File: config.mk
export PLATFORM = sky130hd
export DESIGN_NAME = eased_fade_ramp
export DESIGN_NICKNAME = d
export VERILOG_FILES = /design/src/sv/efr_pkg.sv /design/src/sv/efr_mul.sv /design/src/sv/eased_fade_ramp.sv
export SDC_FILE = /design/constraint.sdc
export NUM_CORES = 1
export LEC_CHECK = 0
export ABC_AREA = 1
export BUFFER_PORTS_ARGS = -buffer_cell sky130_fd_sc_hd__buf_2
export CAP_MARGIN = 20
export CORE_ASPECT_RATIO = 1.5
export CORE_MARGIN = 1
export CORE_UTILIZATION = 46
export DETAILED_ROUTE_END_ITERATION = 10
export PLACE_DENSITY = 0.61
export SKIP_LAST_GASP = 1
export SYNTH_ARGS = -nofsm -noshare
export SYNTH_HDL_FRONTEND = slang
export SYNTH_SLANG_ARGS = --single-unit
File: constraint.sdc
create_clock -name clk -period 9.17 [get_ports clk]
set_clock_uncertainty 0.15 [all_clocks]
set_input_delay 0.917 -clock clk [delete_from_list [all_inputs] [get_ports clk]]
set_output_delay 0.917 -clock clk [all_outputs]
set_load 0.005 [all_outputs]
File: src/sv/efr_pkg.sv
package efr_pkg;

    localparam int EASE_BITS = 10;
    localparam int EASE_ONE = 1 << EASE_BITS;

    localparam int VAL_W = 16;
    localparam int TIME_W = 32;

    // Widths of the serial multiply operands and of the step and division counters.
    localparam int T_W = EASE_BITS;
    localparam int SQ_W = 2 * T_W;
    localparam int WGT_W = EASE_BITS + 2;
    localparam int EASE_W = EASE_BITS + 1;
    localparam int PROD_W = SQ_W + WGT_W;
    localparam int MPL_W = WGT_W;
    localparam int STEP_W = $clog2(MPL_W + 1);
    localparam int DIV_CNT_W = $clog2(EASE_BITS + 1);

    localparam logic [VAL_W-1:0] DURATION_RESET = VAL_W'(500);

    localparam logic OP_START = 1'b0;
    localparam logic OP_TICK = 1'b1;

    typedef enum logic [2:0] {
        ST_IDLE,
        ST_EVAL,
        ST_DIV,
        ST_SQUARE,
        ST_CUBE,
        ST_SCALE,
        ST_OUT
    } state_t;

    typedef struct packed {
        logic              start;
        logic [PROD_W-1:0] mcand;
        logic [MPL_W-1:0]  mplier;
        logic [STEP_W-1:0] steps;
    } mul_req_t;

    typedef struct packed {
        logic              busy;
        logic [PROD_W-1:0] product;
    } mul_sts_t;

endpackage

File: src/sv/efr_mul.sv
module efr_mul
    import efr_pkg::*;
(
    input  logic     clk,
    input  logic     rst_n,
    input  mul_req_t req,
    output mul_sts_t sts
);

    logic              busy_reg, busy_next;
    logic [STEP_W-1:0] cnt_reg, cnt_next;
    logic [PROD_W-1:0] acc_reg, acc_next;
    logic [PROD_W-1:0] mcand_reg, mcand_next;
    logic [MPL_W-1:0]  mplier_reg, mplier_next;

    always_comb
    begin
        busy_next = busy_reg;
        cnt_next = cnt_reg;
        acc_next = acc_reg;
        mcand_next = mcand_reg;
        mplier_next = mplier_reg;
        if (req.start)
        begin
            busy_next = 1'b1;
            cnt_next = req.steps;
            acc_next = '0;
            mcand_next = req.mcand;
            mplier_next = req.mplier;
        end
        else if (busy_reg)
        begin
            if (mplier_reg[0])
            begin
                acc_next = acc_reg + mcand_reg;
            end
            mcand_next = {mcand_reg[PROD_W-2:0], 1'b0};
            mplier_next = {1'b0, mplier_reg[MPL_W-1:1]};
            cnt_next = cnt_reg - STEP_W'(1);
            if (cnt_reg == STEP_W'(1))
            begin
                busy_next = 1'b0;
            end
        end
    end

    always_ff @(posedge clk or negedge rst_n)
    begin
        if (!rst_n)
        begin
            busy_reg <= 1'b0;
            cnt_reg <= '0;
        end
        else
        begin
            busy_reg <= busy_next;
            cnt_reg <= cnt_next;
        end
    end

    always_ff @(posedge clk)
    begin
        acc_reg <= acc_next;
        mcand_reg <= mcand_next;
        mplier_reg <= mplier_next;
    end

    assign sts.busy = busy_reg;
    assign sts.product = acc_reg;

endmodule

File: src/sv/eased_fade_ramp.sv
// Smoothstep fade generator that works on one beat at a time. A start beat, a tick while no
// fade runs, or a tick that ends the fade is evaluated and its result beat is then loaded into
// the output register. The block takes no next input beat until that load is done. A tick
// inside a running fade is evaluated, then its elapsed time is divided bit-serially by the
// duration into a ten-bit quotient, then three passes through one shared shift-and-add
// multiplier form the square, the cubic weighting and the scaling of the value step, and
// last its result beat is loaded into the output register. These passes shift through
// multipliers of ten, twelve and eleven bits, and each pass hands its product on.
// The next input beat is taken as soon as the previous one is finished, even while its result
// beat still waits at the output. A stalled output holds a finished beat back until the
// previous result beat has left. The user writes the duration register through its own port
// only while the block is idle; the block itself does not enforce this. A running fade keeps
// the duration it started with.
module eased_fade_ramp
    import efr_pkg::*;
(
    input  logic              clk,
    input  logic              rst_n,
    input  logic              cfg_valid,
    output logic              cfg_ready,
    input  logic [VAL_W-1:0]  fade_duration,
    input  logic              in_valid,
    output logic              in_stall,
    input  logic              operation,
    input  logic [VAL_W-1:0]  target,
    input  logic [TIME_W-1:0] now_time,
    output logic              out_valid,
    input  logic              out_stall,
    output logic [VAL_W-1:0]  current_value,
    output logic              fading
);

    localparam logic [WGT_W-1:0] THREE_ONE = WGT_W'(3 * EASE_ONE);

    state_t             state_reg, state_next;
    logic [VAL_W-1:0]   duration_reg, duration_next;
    logic               active_reg, active_next;
    logic [TIME_W-1:0]  start_time_reg, start_time_next;
    logic [VAL_W-1:0]   held_reg, held_next;
    logic [VAL_W-1:0]   from_reg, from_next;
    logic [VAL_W-1:0]   to_reg, to_next;
    logic [VAL_W-1:0]   present_reg, present_next;
    logic               out_valid_reg, out_valid_next;
    logic [VAL_W-1:0]   out_value_reg, out_value_next;
    logic               out_fading_reg, out_fading_next;
    logic               op_reg, op_next;
    logic [VAL_W-1:0]   target_reg, target_next;
    logic [TIME_W-1:0]  now_reg, now_next;
    logic [VAL_W-1:0]   rem_reg, rem_next;
    logic [T_W-1:0]     quo_reg, quo_next;
    logic [DIV_CNT_W-1:0] div_cnt_reg, div_cnt_next;

    logic [TIME_W-1:0]  elapsed;
    logic [VAL_W:0]     rem_shift;
    logic [VAL_W:0]     rem_diff;
    logic [T_W-1:0]     quo_step;
    logic [WGT_W-1:0]   weight;
    logic [EASE_W-1:0]  eased;
    logic [VAL_W-1:0]   delta_mag;
    logic [VAL_W-1:0]   step_mag;
    logic               accept;
    mul_req_t           mul_req;
    mul_sts_t           mul_sts;

    efr_mul u_mul (
        .clk   (clk),
        .rst_n (rst_n),
        .req   (mul_req),
        .sts   (mul_sts)
    );

    assign accept = in_valid && !in_stall;
    assign elapsed = now_reg - start_time_reg;
    assign rem_shift = {rem_reg, 1'b0};
    assign rem_diff = rem_shift - {1'b0, held_reg};
    assign weight = THREE_ONE - WGT_W'({quo_reg, 1'b0});
    assign eased = mul_sts.product[2*EASE_BITS +: EASE_W];
    assign delta_mag = (to_reg >= from_reg) ? (to_reg - from_reg) : (from_reg - to_reg);
    assign step_mag = mul_sts.product[EASE_BITS +: VAL_W];

    always_comb
    begin
        state_next = state_reg;
        duration_next = duration_reg;
        active_next = active_reg;
        start_time_next = start_time_reg;
        held_next = held_reg;
        from_next = from_reg;
        to_next = to_reg;
        present_next = present_reg;
        out_valid_next = out_valid_reg;
        out_value_next = out_value_reg;
        out_fading_next = out_fading_reg;
        op_next = op_reg;
        target_next = target_reg;
        now_next = now_reg;
        rem_next = rem_reg;
        quo_next = quo_reg;
        div_cnt_next = div_cnt_reg;
        quo_step = {quo_reg[T_W-2:0], !rem_diff[VAL_W]};
        mul_req = '0;

        if (cfg_valid && cfg_ready)
        begin
            duration_next = fade_duration;
        end

        if (out_valid_reg && !out_stall)
        begin
            out_valid_next = 1'b0;
        end

        unique case (state_reg)
            ST_IDLE:
            begin
                if (accept)
                begin
                    op_next = operation;
                    target_next = target;
                    now_next = now_time;
                    state_next = ST_EVAL;
                end
            end
            ST_EVAL:
            begin
                state_next = ST_OUT;
                if (op_reg == OP_START)
                begin
                    if (target_reg == present_reg || duration_reg == '0)
                    begin
                        active_next = 1'b0;
                        start_time_next = '0;
                        held_next = '0;
                        from_next = target_reg;
                        to_next = target_reg;
                        present_next = target_reg;
                    end
                    else
                    begin
                        active_next = 1'b1;
                        start_time_next = now_reg;
                        held_next = duration_reg;
                        from_next = present_reg;
                        to_next = target_reg;
                    end
                end
                else if (active_reg)
                begin
                    if (held_reg == '0 || elapsed >= TIME_W'(held_reg))
                    begin
                        active_next = 1'b0;
                        start_time_next = '0;
                        held_next = '0;
                        from_next = to_reg;
                        present_next = to_reg;
                    end
                    else
                    begin
                        rem_next = elapsed[VAL_W-1:0];
                        quo_next = '0;
                        div_cnt_next = DIV_CNT_W'(EASE_BITS);
                        state_next = ST_DIV;
                    end
                end
            end
            ST_DIV:
            begin
                rem_next = rem_diff[VAL_W] ? rem_shift[VAL_W-1:0] : rem_diff[VAL_W-1:0];
                quo_next = quo_step;
                div_cnt_next = div_cnt_reg - DIV_CNT_W'(1);
                if (div_cnt_reg == DIV_CNT_W'(1))
                begin
                    mul_req.start = 1'b1;
                    mul_req.mcand = PROD_W'(quo_step);
                    mul_req.mplier = MPL_W'(quo_step);
                    mul_req.steps = STEP_W'(T_W);
                    state_next = ST_SQUARE;
                end
            end
            ST_SQUARE:
            begin
                if (!mul_sts.busy)
                begin
                    mul_req.start = 1'b1;
                    mul_req.mcand = mul_sts.product;
                    mul_req.mplier = MPL_W'(weight);
                    mul_req.steps = STEP_W'(WGT_W);
                    state_next = ST_CUBE;
                end
            end
            ST_CUBE:
            begin
                if (!mul_sts.busy)
                begin
                    mul_req.start = 1'b1;
                    mul_req.mcand = PROD_W'(delta_mag);
                    mul_req.mplier = MPL_W'(eased);
                    mul_req.steps = STEP_W'(EASE_W);
                    state_next = ST_SCALE;
                end
            end
            ST_SCALE:
            begin
                if (!mul_sts.busy)
                begin
                    if (to_reg >= from_reg)
                    begin
                        present_next = from_reg + step_mag;
                    end
                    else
                    begin
                        present_next = from_reg - step_mag;
                    end
                    state_next = ST_OUT;
                end
            end
            ST_OUT:
            begin
                if (!out_valid_reg || !out_stall)
                begin
                    out_valid_next = 1'b1;
                    out_value_next = present_reg;
                    out_fading_next = active_reg;
                    state_next = ST_IDLE;
                end
            end
            default:
            begin
                state_next = ST_IDLE;
            end
        endcase
    end

    always_ff @(posedge clk or negedge rst_n)
    begin
        if (!rst_n)
        begin
            state_reg <= ST_IDLE;
            duration_reg <= DURATION_RESET;
            active_reg <= 1'b0;
            start_time_reg <= '0;
            held_reg <= '0;
            from_reg <= '0;
            to_reg <= '0;
            present_reg <= '0;
            out_valid_reg <= 1'b0;
            div_cnt_reg <= '0;
        end
        else
        begin
            state_reg <= state_next;
            duration_reg <= duration_next;
            active_reg <= active_next;
            start_time_reg <= start_time_next;
            held_reg <= held_next;
            from_reg <= from_next;
            to_reg <= to_next;
            present_reg <= present_next;
            out_valid_reg <= out_valid_next;
            div_cnt_reg <= div_cnt_next;
        end
    end

    always_ff @(posedge clk)
    begin
        out_value_reg <= out_value_next;
        out_fading_reg <= out_fading_next;
        op_reg <= op_next;
        target_reg <= target_next;
        now_reg <= now_next;
        rem_reg <= rem_next;
        quo_reg <= quo_next;
    end

    assign cfg_ready = 1'b1;
    assign in_stall = (state_reg != ST_IDLE);
    assign out_valid = out_valid_reg;
    assign current_value = out_value_reg;
    assign fading = out_fading_reg;

`ifndef SYNTHESIS
    // A running fade always has a nonzero latched duration.
    a_active_duration: assert property (@(posedge clk) disable iff (!rst_n)
        active_reg |-> (held_reg != '0))
        else $error("fade active with zero duration");

    // The division remainder stays below the divisor.
    a_rem_bound: assert property (@(posedge clk) disable iff (!rst_n)
        (state_reg == ST_DIV) |-> (rem_reg < held_reg))
        else $error("division remainder out of range");

    // The multiplier is quiet whenever no tick is being worked on.
    a_mul_idle: assert property (@(posedge clk) disable iff (!rst_n)
        (state_reg == ST_IDLE || state_reg == ST_OUT || state_reg == ST_EVAL)
            |-> !mul_sts.busy)
        else $error("multiplier busy outside a tick");

    // An accepted beat is evaluated in the next cycle.
    a_accept_eval: assert property (@(posedge clk) disable iff (!rst_n)
        accept |=> (state_reg == ST_EVAL))
        else $error("accepted beat not evaluated");
`endif

endmodule
## Word level (Yosys, flattened, before mapping)

Index checks and enable logic that the tools add are counted.

- Bitwise operators: 1
- Eq/ne operators: 22
- Reduce and logical (&&, ||, !) cells: 24
- $add $sub $neg: 10
- Magnitude comparators: 2
- Mux-type cells: 59

Operator list:

| cell | number |
|---|---|
| $mux 16 | 15 |
| $mux 32 | 6 |
| $mux 49 | 3 |
| $pmux 49 s3 | 1 |
| $pmux 16 s2 | 2 |
| $sub 16x16->16 | 3 |
| $add 32x32->32 | 1 |
| $ge 32x16->1 | 1 |
| $logic_not 16->1 | 2 |
| $sub 32x32->32 | 1 |
| $mux 10 | 3 |
| $mux 3 | 9 |
| $mux 12 | 2 |
| $pmux 3 s7 | 1 |
| $mux 4 | 5 |
| $ne 2x2->1 const B | 10 |
| $pmux 10 s2 | 1 |
| $sub 17x16->17 | 1 |
| $add 16x16->16 | 1 |
| $eq 16x16->1 | 1 |
| $ge 16x16->1 | 1 |
| $sub 12x11->12 const A | 1 |
| $mux 1 | 10 |
| $eq 3x3->1 const B | 3 |
| 18 further kinds | 34 |

- Flip-flop bits (word level): 294
- Logic and storage cells: 140

## Logic depth before layout (Yosys ltp)

- Word-level depth: 7
- Gate-level depth with buffers: 29
- Gate-level depth less buffers: 27

## Modules after synthesis

A second synthesis with hierarchy kept.

- Cell total of the unflattened synthesis: 2986
- Area, all modules: 21348.0 um2

By module, submodules not included:

| module | seq. area each (um2) | times used | cells each | area each (um2) |
|---|---|---|---|---|
| eased_fade_ramp | 5798.1 | 1 | 2111 | 15655.0 |
| efr_mul | 2087.0 | 1 | 875 | 5693.0 |

## Worst setup path after synthesis

No wires, ideal clock.

- Path type: flip-flop to flip-flop
- Start point: register from_reg[6]
- End point: register present_reg[12]
- Buffers on the path: 1
- Stages on the path, launching flop included: 26
- Period minus slack after synthesis: 4.001 ns
- Required time: 8.903 ns
- Data arrival time: 3.734 ns
- Slack: 5.169 ns
- Cells stage by stage: dfrtp_1 -> inv_1 -> ha_1 -> nand2_1 -> nor2_1 -> inv_1 -> o21ai_0 -> nand2_1 -> nand3_2 -> clkinv_1 -> clkbuf_1 -> o21ai_0 -> fa_1 -> nand3_1 -> nand2_1 -> inv_1 -> o21a_1 -> o21ai_0 -> inv_1 -> nor2_1 -> nor2_1 -> o21ai_0 -> xor2_1 -> o21ai_0 -> nand3_1 -> nand2_1

- Word-level cells in the longest chain between the ends: 4
- Elaborated cells between the ends (all ways): 6

Ends and longest elaborated chain:

| item | line | source |
|---|---|---|
| start, declared | eased_fade_ramp.sv:40 | `logic [VAL_W-1:0] from_reg, from_next;` |
| start signal, assigned | eased_fade_ramp.sv:256 | `from_reg <= from_next;` |
| $sub 16x16->16 (tied with other cells) | eased_fade_ramp.sv:212 | `present_next = from_reg - step_mag;` |
| $mux 16 (*) | eased_fade_ramp.sv:206 | `if (to_reg >= from_reg)` |
| $mux 16 (*) | eased_fade_ramp.sv:204 | `if (!mul_sts.busy)` |
| $pmux 16 s2 (*) | eased_fade_ramp.sv:113 | `unique case (state_reg)` |
| end signal, assigned | eased_fade_ramp.sv:258 | `present_reg <= present_next;` |
| end, declared | eased_fade_ramp.sv:42 | `logic [VAL_W-1:0] present_reg, present_next;` |

Mark *: on every way between the ends. The rest lies on a longest branch, timed or not. The select of a mux whose other input is x is not followed.
A chain may end at the register's enable or synchronous reset.

## Worst setup path after layout

- Start point: register from_reg[6]
- End point: register present_reg[13]

Same word-level chain as after synthesis.

==> results.md <==
* Maximum clock frequency at between 150 and 200 MHz
* RSZ-0062 raised after global routing: no
* Gr usage total at 27.28%
* Max Used Layer: met4
* Synth-to-Final Area Change at 10.62%
* CTS Sinks at 292
* Synth Flop Type: edfxtp_1
* Met2 Wirelength at around 31000 um
* Netlist cell types at 59
* Cell mode on critical path: nand2_1
* Vias at 17.37k
* First-pass GRT wire length at 93370 um
* GPL Wtd Cong at 0.9546
* Largest net degree at the start of global routing at 89
* RR Startpoint: from_reg[6]$_DFFE_PN0P_
* Core ar. at 42820 um^2
* Worst Path Max Fanout at 27
* Cts repair resizes at 0
* Crit. Startpoint: from_reg[6]$_DFFE_PN0P_
* Layout fillers at 4350
* CTS tree: yes
* Slowest-stage cell, CP: clkinv_1
* Routed Wire Length at between 50000 and 60000 um
* Skew-Pair Late Insertion Delay at 610 ps
* Mapped Area at 19930 um^2
* Synth area leader: edfxtp_1
* Endpoints failing hold at 0
* Worst EP required at approximately 9600 ps
* Slew Limit Fails at 0
* First-pass iteration count of the detailed router at 7
* Reg area at 7835 um^2
* Setup TNS at 0 ps
* Antenna violations before repair at 0
* Final worst-path cycle share at 59.73%
* Initial DRC Count at about 1.2k
* # hold bufs at CTS at 0
* Crit end category: register
* Count leader, synth: nand2_1
* Via density per instance at ~5.3
* Die H at ~260 um
* Top area cells in the synthesized netlist: edfxtp_1 20%, dfrtp_1 15%, nand2_1 13%, ha_1 9.0%, inv_1 7.2%
* Vias in the first global route at roughly 17k
* Yosys warnings at 0
* Postcts setup bufs at 0
* Synth Register Bits at ~290
* Post-synthesis sequential area ratio at between 30% and 40%
* Worst-path clk slew at 60 ps
* Full die area at 44190 um^2
* HPWL after DPL at 46760 um
* I/O pin cnt at 90
* PortBufs at 88
* Outcome: completed
* Site row count at 93
* Min cycle time layout at 5478 ps
* Hold Crit Class: primary input to async pin
* Post-synth net total at ~2.8k
* DRC errors left at 0
* Max transition margin at 33.80%
* Nets at between 2k and 3k
* # setup viols final at 0
* Maxcap violations at 0
* CP Buf/Inv Count at 3
* Asr flop ratio synth at 43.15%
* Post-synth EDFFs at 135
* Root buffer cell: clkbuf_16
* Worst-Margin Slew at between 900 and 1000 ps
* Wire length on met3 at 1882 um
* H-tree levels at 1
* Multi-input gate area at 10340 um^2
* Post-Syn Area per Cell at 7.649 um^2
* Yosys top cell area share at 20.34%
* Starting Density at ~47%
* Fin util at 51.49%
* Routed length per instance at 18.21 um
* Post-Syn Instances at 2606
* Cts bufs inserted at 31
* Routed Antenna Nets at 0
* Crit path kind: register to register
* Diodes inserted at 0
* Share of post-route cells with drive strength above 1 at 8.099%
* CP Launch Type: register
* Commonest cells post-synth: 676 x nand2_1, 380 x inv_1, 193 x a21oi_1
* Largest delay contributor family on the critical path: compound AO/OA/AOI/OAI gates
* Grt total ovfl at 0
* M1 wire length at 23060 um
* Die width at 172.0 um
* Worst path arrival time at 5850 ps
* CTS max path bufs at 3
* Largest stage delay, worst path at just over 600 ps
-- routing by layer --
metal	vias up	track usage, %
li1	8725	-
met1	8158	29.97
met2	362	51.04
met3	126	2.430
met4	0	14.01
met5	-	0
-- worst register-to-register path, cell delays in order, from the launching register on --
cell	delay, ps
dfrtp_1	410
inv_1	60
ha_1	370
nand2_1	160
nor2_1	200
inv_1	90
o21ai_0	250
nand2_1	100
nand3_2	460
clkinv_1	630
o21ai_0	530
ha_1	220
a21oi_1	60
nand2_1	100
a31oi_1	130
o21ai_0	490
a21oi_1	190
o21bai_1	240
nand2_1	100
nand2_1	80
nand2_1	60
nand2_1	60
nand2_1	50
nand2_1	60
nand3_1	70
nand2_1	90
-- cell type report --
class	count	share of cell area, %
clock buffer	39	3.842
clock inverter	19	1.050
inverter	390	6.639
multi-input combinational	1858	46.88
sequential	292	35.53
tap	570	3.234
timing repair buffer	106	2.820
-- cells in the final DEF, fill, tap and decap left out, drive strengths merged, types with 3 or more instances in the layout --
| cell | Yosys | final |
|---|---|---|
| nand2 | 687 | 687 |
| inv | 388 | 391 |
| o21ai | 228 | 228 |
| a21oi | 194 | 194 |
| nor2 | 177 | 177 |
| ha | 144 | 144 |
| edfxtp | 135 | 135 |
| dfrtp | 120 | 120 |
| nand3 | 116 | 116 |
| buf | 18 | 106 |
| xor2 | 72 | 72 |
| clkbuf | 48 | 39 |
| dfxtp | 31 | 31 |
| o211ai | 27 | 27 |
| nand4 | 26 | 26 |
| nor3 | 26 | 26 |
| xnor2 | 22 | 22 |
| mux2 | 16 | 16 |
| a31oi | 15 | 15 |
| clkinv | 2 | 13 |
| a21o | 10 | 10 |
| o21a | 10 | 10 |
| nor4 | 9 | 9 |
| or2 | 9 | 9 |
| a21boi | 8 | 8 |
| o221ai | 7 | 7 |
| o2111ai | 7 | 7 |
| o21bai | 7 | 7 |
| mux2i | 6 | 6 |
| fa | 6 | 6 |
| dfstp | 6 | 6 |
| o31ai | 4 | 4 |
| bufinv | 0 | 4 |
| a211oi | 3 | 3 |
| a22oi | 3 | 3 |
| and2 | 3 | 3 |
| nor3b | 3 | 3 |
-- final timing paths --
check / end / slack [ps] / depth (start not counted)
worst max-delay path: present_reg[13]$_DFFE_PN0P_ / 3690 / 25
worst min-delay path: start_time_reg[24]$_DFFE_PN0P_ / 130 / 1
worst max register to register: present_reg[13]$_DFFE_PN0P_ / 3690 / 25
worst min register to register: start_time_reg[9]$_DFFE_PN0P_ / 340 / 2
max in group asynchronous: present_reg[0]$_DFFE_PN0P_ / 7360 / 2
min in group clk: now_reg[6]$_DFFE_PP_ / 330 / 1
-- per-stage QoR --
stage	hold WS, ps	setup slack, ps	instance area (um^2)	instances
finish	131.6	3692	22050	3274
global route	171.0	3135	22050	3274
CTS	137.8	3699	22050	3274
detailed placement	328.5	3715	20970	3216
global placement	319.8	3873	20920	3214
floorplan	274.9	5169	19930	2606
-- cells by family (layout without fill, tap and decap cells) --
group,count (synthesis),in the layout,synth area share [%]
AO/OA/AOI/OAI,533,533,14.87
AND/OR/NAND/NOR,1058,1058,21.84
multiplexers,22,22,1.205
XOR/XNOR,94,94,4.130
flip-flops,292,292,39.31
adder cells (fa/ha/maj),150,150,9.642
other,1,1,0.01881
buffers and inverters,456,554,8.989
Power is not shown: default switching activity piles up to over one toggle a cycle in this logic, so the estimate is an artifact.
